**src/rtl/fas_pkg.sv**
```systemverilog
// Shared types, fixed-point constants and the arctangent table of the firing angle solver.
`default_nettype none
package fas_pkg;

  localparam int AW = 32;   // angle, sine, cosine and coefficient width (signed Q.24)
  localparam int FW = 34;   // residual and slope width (signed Q.24)
  localparam int NW = 60;   // divider dividend width
  localparam int DW = 28;   // divider divisor width
  localparam int QW = 29;   // divider quotient width

  localparam logic signed [AW-1:0] ONE_Q     = 32'sd16777216;
  localparam logic signed [AW-1:0] PI_Q      = 32'sd52707179;
  localparam logic signed [AW-1:0] TWO_PI_Q  = 32'sd105414357;
  localparam logic signed [AW-1:0] HALF_PI_Q = 32'sd26353589;
  localparam logic signed [AW-1:0] GAIN_Q    = 32'sd10188014;
  localparam logic signed [AW-1:0] X_LIMIT   = 32'sd134217728;
  localparam logic signed [AW-1:0] K0_Q      = 32'sd127003955;

  localparam logic [26:0] TWO_PI_U    = 27'd105414357;
  localparam logic [25:0] PI_U        = 26'd52707179;
  localparam logic [25:0] PI_HALF_RND = 26'd26353589;
  localparam logic [14:0] ANGLE_MAX   = 15'd25736;

  // Compare scaling: 2^26 / pi, that is 1 / (8192 * pi) in Q.39, so the estimate is within one of the quotient.
  localparam int          CMP_SHIFT = 39;
  localparam logic [24:0] CMP_RECIP = 25'd21361414;
  localparam logic [56:0] CMP_ROUND = 57'd1 << (CMP_SHIFT - 1);

  localparam logic [15:0] PERIOD_RST = 16'd58100;
  localparam logic [7:0]  TOL_RST    = 8'd8;
  localparam logic [15:0] RATIO_ONE  = 16'd32768;

  localparam logic REG_PERIOD = 1'b0;
  localparam logic REG_TOL    = 1'b1;

  typedef struct packed {
    logic load;
    logic coef;
    logic eval_go;
    logic ndiv_go;
    logic update;
    logic angle_go;
    logic zero_angle;
    logic cest;
    logic cfix;
    logic publish;
    logic conv;
  } fas_cmd_t;

  typedef struct packed {
    logic ratio_one;
    logic eval_done;
    logic div_done;
    logic d_zero;
    logic f_small;
    logic out_busy;
  } fas_stat_t;

  function automatic logic signed [AW-1:0] atan_entry(input logic [4:0] idx);
    logic signed [AW-1:0] v;
    case (idx)
      5'd0:    v = 32'sd13176795;
      5'd1:    v = 32'sd7778716;
      5'd2:    v = 32'sd4110060;
      5'd3:    v = 32'sd2086331;
      5'd4:    v = 32'sd1047214;
      5'd5:    v = 32'sd524117;
      5'd6:    v = 32'sd262123;
      5'd7:    v = 32'sd131069;
      5'd8:    v = 32'sd65536;
      5'd9:    v = 32'sd32768;
      5'd10:   v = 32'sd16384;
      5'd11:   v = 32'sd8192;
      5'd12:   v = 32'sd4096;
      5'd13:   v = 32'sd2048;
      5'd14:   v = 32'sd1024;
      5'd15:   v = 32'sd512;
      5'd16:   v = 32'sd256;
      5'd17:   v = 32'sd128;
      5'd18:   v = 32'sd64;
      5'd19:   v = 32'sd32;
      5'd20:   v = 32'sd16;
      5'd21:   v = 32'sd8;
      5'd22:   v = 32'sd4;
      5'd23:   v = 32'sd2;
      default: v = 32'sd0;
    endcase
    return v;
  endfunction

endpackage
`default_nettype wire

```
**src/rtl/fas_ctrl.sv**
```systemverilog
// Controller: sequences coefficient setup, Newton iterations, angle rounding and compare scaling.
`default_nettype none
module fas_ctrl #(
  parameter int MAX_ITERATIONS = 16
) (
  input  wire                       clk,
  input  wire                       rst,
  input  wire                       in_valid,
  output logic                      in_ready,
  output fas_pkg::fas_cmd_t         cmd,
  input  wire  fas_pkg::fas_stat_t  stat
);

  localparam int KW = (MAX_ITERATIONS > 1) ? $clog2(MAX_ITERATIONS) : 1;

  typedef enum logic [14:0] {
    S_IDLE   = 15'b000000000000001,
    S_SQ     = 15'b000000000000010,
    S_MUL    = 15'b000000000000100,
    S_COEF   = 15'b000000000001000,
    S_EVAL   = 15'b000000000010000,
    S_EVAL_W = 15'b000000000100000,
    S_CHECK  = 15'b000000001000000,
    S_DIV    = 15'b000000010000000,
    S_DIV_W  = 15'b000000100000000,
    S_UPD    = 15'b000001000000000,
    S_ANGLE  = 15'b000010000000000,
    S_CMUL   = 15'b000100000000000,
    S_CEST   = 15'b001000000000000,
    S_CFIX   = 15'b010000000000000,
    S_DONE   = 15'b100000000000000
  } state_t;

  state_t        state;
  state_t        state_next;
  logic [KW-1:0] k;
  logic [KW-1:0] k_next;
  logic          first;
  logic          first_next;
  logic          conv;
  logic          conv_next;
  logic          zero;
  logic          zero_next;

  always_comb begin
    state_next = state;
    k_next     = k;
    first_next = first;
    conv_next  = conv;
    zero_next  = zero;
    case (state)
      S_IDLE: begin
        if (in_valid) begin
          state_next = S_SQ;
          conv_next  = 1'b0;
          zero_next  = 1'b0;
        end
      end
      S_SQ: begin
        if (stat.ratio_one) begin
          conv_next  = 1'b1;
          zero_next  = 1'b1;
          state_next = S_ANGLE;
        end else begin
          state_next = S_MUL;
        end
      end
      S_MUL:    state_next = S_COEF;
      S_COEF: begin
        k_next     = '0;
        first_next = 1'b1;
        state_next = S_EVAL;
      end
      S_EVAL:   state_next = S_EVAL_W;
      S_EVAL_W: begin
        if (stat.eval_done) begin
          state_next = S_CHECK;
        end
      end
      S_CHECK: begin
        // After an update the residual of the new angle closes the iteration.
        first_next = 1'b0;
        if (!first && stat.f_small) begin
          conv_next  = 1'b1;
          state_next = S_ANGLE;
        end else if (!first && k == KW'(MAX_ITERATIONS - 1)) begin
          state_next = S_ANGLE;
        end else if (stat.d_zero) begin
          state_next = S_ANGLE;
        end else begin
          if (!first) begin
            k_next = k + 1'b1;
          end
          state_next = S_DIV;
        end
      end
      S_DIV:    state_next = S_DIV_W;
      S_DIV_W: begin
        if (stat.div_done) begin
          state_next = S_UPD;
        end
      end
      S_UPD:    state_next = S_EVAL;
      S_ANGLE:  state_next = S_CMUL;
      S_CMUL:   state_next = S_CEST;
      S_CEST:   state_next = S_CFIX;
      S_CFIX:   state_next = S_DONE;
      S_DONE: begin
        if (!stat.out_busy) begin
          state_next = S_IDLE;
        end
      end
      default:  state_next = S_IDLE;
    endcase
  end

  always_ff @(posedge clk) begin
    if (rst) begin
      state <= S_IDLE;
      k     <= '0;
      first <= 1'b1;
      conv  <= 1'b0;
      zero  <= 1'b0;
    end else begin
      state <= state_next;
      k     <= k_next;
      first <= first_next;
      conv  <= conv_next;
      zero  <= zero_next;
    end
  end

  assign in_ready = state == S_IDLE;

  always_comb begin
    cmd.load       = (state == S_IDLE) && in_valid;
    cmd.coef       = state == S_COEF;
    cmd.eval_go    = state == S_EVAL;
    cmd.ndiv_go    = state == S_DIV;
    cmd.update     = state == S_UPD;
    cmd.angle_go   = state == S_ANGLE;
    cmd.zero_angle = zero;
    cmd.cest       = state == S_CEST;
    cmd.cfix       = state == S_CFIX;
    cmd.publish    = (state == S_DONE) && !stat.out_busy;
    cmd.conv       = conv;
  end

`ifndef ASSERT_OFF
  a_upd_after_div: assert property (@(posedge clk) disable iff (rst)
    (state == S_UPD) |-> $past(state == S_DIV_W))
    else $error("angle update without a finished division");

  a_k_bound: assert property (@(posedge clk) disable iff (rst)
    (state == S_DIV) |-> (k <= KW'(MAX_ITERATIONS - 1)))
    else $error("iteration count beyond its bound");

  a_publish_free: assert property (@(posedge clk) disable iff (rst)
    cmd.publish |-> !stat.out_busy)
    else $error("result published over a waiting item");

  a_accept_next: assert property (@(posedge clk) disable iff (rst)
    (in_valid && in_ready) |=> (state == S_SQ))
    else $error("accepted item did not start processing");
`endif

endmodule
`default_nettype wire

```
**config.mk**
```make
export PLATFORM = sky130hd
export DESIGN_NAME = fas_ctrl
export DESIGN_NICKNAME = d
export VERILOG_FILES = /design/src/rtl/fas_pkg.sv /design/src/rtl/fas_ctrl.sv
export SDC_FILE = /design/constraint.sdc
export NUM_CORES = 1
export LEC_CHECK = 0
export ABC_AREA = 1
export BUFFER_PORTS_ARGS = -buffer_cell sky130_fd_sc_hd__buf_2
export CORE_ASPECT_RATIO = 0.75
export CORE_MARGIN = 3
export CORE_UTILIZATION = 40
export DETAILED_ROUTE_END_ITERATION = 10
export GPL_TIMING_DRIVEN = 0
export PLACE_DENSITY = 0.67
export SYNTH_ARGS = -nofsm -noshare
export SYNTH_HDL_FRONTEND = slang
export SYNTH_SLANG_ARGS = --single-unit
```
**constraint.sdc**
```tcl
create_clock -name clk -period 1.35 [get_ports clk]
set_clock_uncertainty 0.1 [all_clocks]
set_input_delay 0.0675 -clock clk [delete_from_list [all_inputs] [get_ports clk]]
set_output_delay 0.0675 -clock clk [all_outputs]
set_load 0.05 [all_outputs]
```
Yosys cells after proc, flatten, opt, wreduce, memory -nomap -nowiden:

Cells that the tools add are included.

* register bits after elaboration: 22

* add/sub/neg operators: 1
* equal/unequal tests: 26
* muxes and demuxes: 20
* reductions and logical operators: 14

Operators by type and width (count)
* $pmux W15 S14: 1
* $mux W15: 4
* $mux W11: 4
* $ne A2 B2 Y1 const B: 10
* $mux W4: 4
* $eq A15 B1 Y1 const B: 1
* $eq A15 B10 Y1 const B: 1
* $eq A15 B11 Y1 const B: 1
* $eq A15 B12 Y1 const B: 1
* $eq A15 B13 Y1 const B: 1
* $eq A15 B14 Y1 const B: 1
* $eq A15 B15 Y1 const B: 1
* $eq A15 B2 Y1 const B: 1
* $eq A15 B3 Y1 const B: 1
* $eq A15 B4 Y1 const B: 1
* $eq A15 B5 Y1 const B: 1
* $eq A15 B6 Y1 const B: 1
* $eq A15 B7 Y1 const B: 1
* $eq A15 B8 Y1 const B: 1
* $eq A15 B9 Y1 const B: 1
* $pmux W4 S2: 1
* $reduce_and A4 Y1: 2
* $reduce_and A5 Y1: 1
* $add A4 B1 Y4 const B: 1
* other kinds (10): 18

Longest topological paths before layout:

Gate-level depths: netlist of the first run.

* word-level depth: 6
* depth in mapped cells: 11
* depth with buffers taken out: 11

Least setup slack after synthesis of the first run:

OpenSTA, ideal clock, no wires.

* path type: register to register
* from: register state[14]
* to: register k[2]
* library setup time: 114 ps
* arrival time: 1514 ps
* path slack: -378 ps
* cell stages (with the launch flop): 10
* path buffers: 1
* clock period less this slack: 1728 ps
* cells stage by stage: dfxtp_1 > nor2_2 > nand2_4 > nor2_8 > buf_8 > nand2_1 > inv_1 > nor2_1 > nand2_1 > nor2_1

RTL lines
* start: declaration: line fas_ctrl.sv:34 `state_t state;`
* start signal: assignment: line fas_ctrl.sv:125 `state <= state_next;`
* end signal: assignment: line fas_ctrl.sv:126 `k <= k_next;`
* end: declaration: line fas_ctrl.sv:36 `logic [KW-1:0] k;`

==> summary by stage, run 1 <==
Die
The overall die area is 4290 um^2. After floorplanning, the core was divided into 18 placement rows. The core outline area is 3330 um^2.

The horizontal die dimension is 74.7 um. The floorplan die height is 57.5 um. For this configuration, the core starts out at a cell density of 0.424.

The I/O pin count is 21.

Logic synthesis
The area share of and/or/nand/nor cells after synthesis is 0.503. The share of synthesized area in the top cell type comes to 0.312. dfxtp_1 takes more of the synthesized area than any other cell.

Of the post-synthesis cell area, the part taken by muxes is 0. The total of flip-flops plus latches after synthesis is 22. Of the synthesized area, sequential elements account for 0.312. The gate count of the mapped netlist is 225.

By area, the combinational part of the netlist is dominated by simple AND/OR/NAND/NOR gates. The mean instance size in the synthesized netlist is 6.28 um^2. The mapped cell area is 1410 um^2. The post-synthesis compound-gate area fraction is 0.0354. The synthesized-area fraction occupied by xor and xnor cells is 0. The number of nets in the synthesized netlist is 235. The number of different library cells in the post-synthesis netlist is 26.

In the post-synthesis netlist, the biggest area contributors are dfxtp_1 (31%), nand2_1 (14%), nor2_1 (13%). For this run, the number of Yosys warnings is 0. The adder-cell share of the synthesized area is 0.00885.

Detailed routing
After detailed routing, the average wire length per cell comes to 12.5 um. After detailed routing, the number of remaining DRC violations is 0. The routed layout has 1,539 vias. The number of vias per cell after detailed routing is 4.85. The first TritonRoute pass finished after 4 iterations.

The remaining antenna violation count after routing is 0. In this run, the number of DRC markers left after iteration 0 of detailed routing was 88. The total wirelength of the detailed-routed design is 3.98 mm.

Finish
The repair_antennas step left the layout with diodes totalling 0. The number of fill cells in the layout is 278. Of the cells placed in the final design, the portion with a size suffix greater than 1 is 0.495. The area growth from synthesis to layout is 59.5%. At the end of the flow, the number of nets in the layout was 289.

Run status
The flow ran to the end, but the final reports show violations. The final reports fail on setup timing.

Hold path
The worst hold path was traced through 4 stages. The worst hold path endpoint is state[7]$_SDFFE_PP0P_. The worst hold path belongs to the class in2reg. The source of the worst hold timing path is stat[2].

Timing
Setup repair after global routing could not meet its margin everywhere. The worst path setup slack after routing is -0.328 ns. For the finished layout, the period the worst path requires is 1.68 ns. The final-report hold violation count is 0.

Based on the critical path, the design can be clocked at up to 0.596 GHz. The headroom to the max-slew limit is 0.811. The number of failing setup endpoints in the final timing report is 32. The summed negative setup slack over all endpoints is -7.96 ns. Of the available clock period, the critical path in the final layout requires 1.24. The max-slew violation count is 0. For the pin with the worst max-slew slack, the measured transition is 0.283 ns.

Worst setup path
The reg-to-reg critical path endpoint is state[0]$_SDFFE_PP1P_. In this design, the stage delay of the slowest critical-path cell is 0.35 ns. The category of cells accounting for the largest share of critical-path delay is simple AND/OR/NAND/NOR gates. The start-to-end type of the worst setup path is reg2out. The type of element launching the critical path is a flop. The critical path contains buffers and inverters numbering 3 combined. The worst setup path is captured at an output pin.

In this run the worst path has a maximum fanout of 5. For this design, the slowest cell found on the critical path is dfxtp_2. The setup slack on the worst flop-to-flop path is -0.31 ns. For the worst setup path, the data arrival time is 1.51 ns.

The startpoint of the worst register-to-register path is state[9]$_SDFFE_PP0P_. The number of cells on the worst reg-to-reg path is 12. For the worst setup path, the data required time is 1.18 ns. Traced cell by cell, the critical path runs through nor2_4 > nand2_4 > nor2_8 > buf_8 > nand2_4 > clkinvlp_4 > buf_8.

Power and ir drop
For this design the static power due to leakage is 1.12 nW. The fraction of power spent switching nets is 0.464. The part of the power in combinational logic is 0.677. The power per unit of standard cell area is 1700 nW/um^2.

The share of total power dissipated in the clock network is 0.110. Internal power comes to 2.06 mW. The overall power consumption is 3.84 mW.

The largest vdd supply drop is 1270 uV. The sequential group share of total power is 0.214. The switching power is 1.78 mW.

Placed design
The congestion estimate from routability-driven global placement came to 0.789. The count of input and output buffers is 20. The setup slack after placement is -0.291 ns. The half-perimeter wire length after detailed placement is 2.40 mm.

Clock network
The clock latency on the worst-skew pair is 0.27 ns. The number of H-tree branching levels is 1. The clock transition at the register clock pins on the worst setup and hold paths after CTS is 0.08 ns. Buffers inserted during clock tree synthesis total 3. The root buffer cell chosen for the clock tree is clkbuf_8. The clock tree from TritonCTS is built. The clock tree buffer depth is 2. The clock sink count is 22.

Flow run
The max capacitance violation total is 0.

Global route
The via count of the first global-routing pass is 1,391. The first global-routing pass estimated 6.49 mm of wire. The number of antenna violations at the first check in global routing came to 0.

Entering global routing, the biggest net connects 12 pins. The leftover overflow at the end of global routing is 0. Across every metal layer, demand over resource in global routing totals 0.199.
## how the worst max path moves through the flow
| stage | from | end | slack [ns] | depth (start not counted) |
|---|---|---|---|---|
| after CTS | state[14]$_SDFFE_PP0P_ | cmd[9] | -0.27 | 7 |
| after floorplan | state[9]$_SDFFE_PP0P_ | k[2]$_SDFFE_PP0P_ | -0.14 | 9 |
| after detailed placement | state[1]$_SDFFE_PP0P_ | state[2]$_SDFFE_PP0P_ | -0.29 | 9 |
| after global routing | state[9]$_SDFFE_PP0P_ | state[0]$_SDFFE_PP1P_ | -0.40 | 12 |
| final | state[9]$_SDFFE_PP0P_ | cmd[9] | -0.33 | 7 |
| after global placement | state[1]$_SDFFE_PP0P_ | state[2]$_SDFFE_PP0P_ | -0.27 | 9 |
## flip-flops by register name, indices dropped and copies added (netlist names)
name   flops
conv       1
state     15
k          4
first      1
zero       1
## cell type report
type	count	area (um^2)	area share
Buffer	6	61.3	0.0272
Inverter	38	174	0.0771
Timing Repair Buffer	49	450	0.200
Multi-Input combinational cell	159	1020	0.451
Clock buffer	3	41.3	0.0183
Sequential cell	22	460	0.204
Tap cell	40	50.0	0.0222
## cells by family (layout without fill, tap and decap cells)
family,Yosys count,in the layout
simple gates,149,149
buf+inv,44,96
flops,22,22
fa+ha+maj,1,1
compound gates,9,9
## stage by stage
step	instance area (um^2)	util	cells	hold WS, ns
global placement	1670	0.501	285	0.196
floorplan	1520	-	225	0.0366
detailed placement	1670	0.501	285	0.193
CTS	2140	0.643	313	0.0421
finish	2250	0.676	317	0.0529
global route	2250	0.676	317	0.0677
## timing repair
action	in CTS	in global routing
gates cloned	1	0
hold buffers	1	0
buffers inserted	23	4
pin swaps	20	15
setup endpoints to repair	32	32
gates resized for setup	63	24
hold endpoints to repair	3	0
## power by group through the flow
stage / clock (mW) / combinational [mW] / sequential (mW)
floorplan: 0 / 1.36 / 0.808
global placement: 0 / 1.62 / 0.821
detailed placement: 0 / 1.63 / 0.822
CTS: 0.436 / 2.33 / 0.819
global route: 0.456 / 2.79 / 0.832
finish: 0.421 / 2.60 / 0.822
## cell usage after synthesis
library cell and n:
inv_2 1, o21ai_2 1, buf_6 2, nand3b_1 5, nand2_1 54, nor2_1 49, nand2_2 5, and3_1 1
nand2_4 3, buf_4 2, o22ai_1 1, buf_2 1, nor2_2 9, o21ai_0 1, a21oi_1 4, nand3_2 2
dfxtp_1 22, nand4_1 4, ha_1 1, inv_1 37, nor2_8 1, nand3_1 13, o21ai_1 2, nor4_1 1
nor2_4 2, buf_8 1
## worst min-delay path, cell delays in order
cell and delay [ns]:
buf_2 0.08, inv_1 0.05, nand2_1 0.13, nor4_4 0.06
## per-layer routing
layer | global-route usage | wire length [um] | vias up | part of all wire
met5 | 0 | 0 | - | 0
met4 | 0.0431 | 38 | 0 | 0.0096
met3 | 0.0458 | 201 | 5 | 0.051
met2 | 0.307 | 1880 | 40 | 0.47
met1 | 0.283 | 1860 | 706 | 0.47
li1 | - | - | 788 | -
## cells in the final DEF (no fill, tap or decap), types with 3 or more instances in the layout
cell        instances
buf_2              12
nand3b_1            5
buf_4              23
inv_1              29
clkbuf_8            3
nor2_2              7
nand2_2             9
nand3_1             8
dfxtp_1             8
nand4_1             4
nor2_4             16
nand2_4            12
nand2_1            41
nor2_1             37
buf_6               7
buf_8              10
dfxtp_2            13
clkinvlp_4          7
nand3_2             6
Power figures use the tool's default switching activity.
==> inputs of run 2 (changes only) <==
- SKIP_CTS_REPAIR_TIMING: unset -> 1
==> summary by stage, run 2 (same netlist as run 1, synthesis figures left out) <==
Run status
The flow ran to the end, but the final reports show violations. The final reports fail on setup timing.

Worst setup path
The type of element launching the critical path is a flop. The worst-case reg-to-reg path depth is 10. The start-to-end type of the worst setup path is reg2out.

The signal arrival time at the worst endpoint is 1.53 ns. The reg-to-reg critical path endpoint is k[3]$_SDFFE_PP0P_. The type of destination of the critical path is an output pin. At the worst endpoint, the required time is 1.18 ns. In this run the critical register-to-register path is launched from state[9]$_SDFFE_PP0P_. The peak fanout along the critical path is 9. The setup slack on the worst flop-to-flop path is -0.27 ns.

Detailed routing
The pre-antenna-repair detailed-routing pass consisted of 4 iterations. Dividing the detail-routed wire length by the instance count gives 12.5 um. Once detail routing completed, the nets flagged for antenna violations numbered 0. The detailed-route via count is 1,487. After detailed routing, the number of vias per cell comes to 4.80. The first routing iteration left 79 violations.

The remaining routing DRC violations is 0. The total wirelength of the detailed-routed design is 3.86 mm.

Clock network
The clock tree from TritonCTS is built. For this design, the sink count on the clock tree is 22. Counting the buffers created by CTS gives 3. No sink is reached through more buffers than the 2 on the longest clock path. Clock-pin slew was measured on the worst setup and hold paths at 0.08 ns.

For the worst-skew pair, the clock arrives at the later sink with an insertion delay of 0.27 ns. The buffer cell driving the clock tree root is clkbuf_8. In this run the number of H-tree levels came out at 1.

Die
The horizontal die dimension is 74.7 um. The overall die area is 4290 um^2. The core outline area is 3330 um^2.

The floorplan die height is 57.5 um. The initial core utilization is 0.424. The floorplan has 18 rows. The I/O pin count is 21.

Finish
At the end of the flow, the number of nets in the layout was 282. The final cell count without fillers is 310. Fill cells in the final layout number 294.

The repair_antennas step left the layout with diodes totalling 0. In the final layout, the registers with the most flip-flops are state x15, k x4. The commonest non-fill, non-tap cell in the layout is nand2_1. In the final layout, the share of cells above drive strength 1 is 0.470.

In the layout the commonest cells are nand2_1 (42), nor2_1 (41), inv_1 (29), buf_4 (17), nor2_4 (14). The finished cells cover 2160 um^2. The area growth from synthesis to layout is 52.8%.

The register with the most flip-flops in the final layout is state. The number of flip-flops in the largest register is 15.

Placed design
Summing all placed instances gives a cell area of 1670 um^2. The global placement routability congestion is 0.789. The half-perimeter wire length after detailed placement is 2.40 mm. The setup slack after placement is -0.291 ns.

The post-placement cell count is 285. In this run the tool buffered the top-level ports with 20 buffer cells.

Global route
The number of antenna violations at the first check in global routing is 0. The global router's overall resource usage is 0.161. The leftover overflow at the end of global routing is 0. The first global-routing pass estimated 5.29 mm of wire. The largest net degree at the start of global routing is 12. The via count of the first global-routing pass is 1,143.

Hold path
The path with the worst hold slack has its endpoint at state[7]$_SDFFE_PP0P_. The worst hold path begins at stat[2]. The tightest min-delay check is of the in2reg type. Counting instances, the worst hold path has a depth of 4.

Timing
The worst path setup slack after routing is -0.344 ns. Setup violations remaining at the end of the flow were counted as 32. The headroom to the max-slew limit is 0.805. Derived from the worst setup path, the maximum achievable clock frequency is 0.590 GHz. For the pin with the worst max-slew slack, the measured transition is 0.291 ns. The final-report hold violation count is 0.

The max-slew violation count is 0. The post-route minimum period is 1.69 ns. The period utilization is 1.25. Setup repair after global routing could not meet its margin everywhere.

Flow run
The max capacitance violation total is 0.

Power and ir drop
In this run the power density over the cells is 1720 nW/um^2. The analysis attributes to cell leakage a power of 1.05 nW. IR analysis of the VDD net gives a maximum drop of 1270 uV.
[run 2: cell count changes in the layout (fill, tap and decap cells not counted), sizes merged]
cell / delta
buf: -8
clkinv: -1
dlygate4sd3: +1
inv: +1
[run 2: worst max path at each step]
stage / depth (start not counted) / start / to / slack, ns
3_3_place_gp: 9 / state[1]$_SDFFE_PP0P_ / state[2]$_SDFFE_PP0P_ / -0.27
4_1_cts: 7 / state[9]$_SDFFE_PP0P_ / cmd[7] / -0.53
2_1_floorplan: 9 / state[9]$_SDFFE_PP0P_ / k[2]$_SDFFE_PP0P_ / -0.14
5_1_grt: 7 / state[13]$_SDFFE_PP0P_ / cmd[8] / -0.40
3_5_place_dp: 9 / state[1]$_SDFFE_PP0P_ / state[2]$_SDFFE_PP0P_ / -0.29
6_report: 7 / state[9]$_SDFFE_PP0P_ / cmd[8] / -0.34
[run 2: worst max-delay path: stages (launching register included)]
cell,delay [ns]
dfxtp_2,0.35
nor2_4,0.16
nand2_4,0.10
nor2_8,0.16
buf_8,0.17
nand2_2,0.10
clkinvlp_4,0.09
buf_8,0.13
[run 2: area by class of cell]
class	instances	area [um^2]	area share
buffer	6	57.6	0.0266
sequential	22	464	0.215
timing repair buffer	42	378	0.175
tap	40	50.0	0.0232
clock buffer	3	41.3	0.0191
multi-input combinational	159	996	0.461
inverter	38	174	0.0805
[run 2: metrics by stage]
stage | total power [mW] | hold slack [ns] | util | setup TNS (ns)
after floorplan | 2.16 | 0.0366 | - | -1.50
after global placement | 2.44 | 0.196 | 0.501 | -5.64
after detailed placement | 2.45 | 0.193 | 0.501 | -6.03
after CTS | 2.88 | -0.0928 | 0.514 | -9.46
after global routing | 3.94 | 0.0764 | 0.648 | -9.97
final | 3.72 | 0.0500 | 0.648 | -7.58
[run 2: per-layer routing]
| layer | vias to the layer above | track usage | part of all wire |
|---|---|---|---|
| met5 | - | 0 | 0 |
| met4 | 0 | 0.0381 | 0.017 |
| met3 | 8 | 0.0423 | 0.049 |
| met2 | 32 | 0.215 | 0.44 |
| met1 | 673 | 0.251 | 0.49 |
| li1 | 774 | - | - |
[run 2: power breakdown]
part,internal (mW),total (mW),switching [mW]
sequential,0.747,0.827,0.0801
combinational,1.03,2.46,1.44
clock,0.200,0.424,0.224
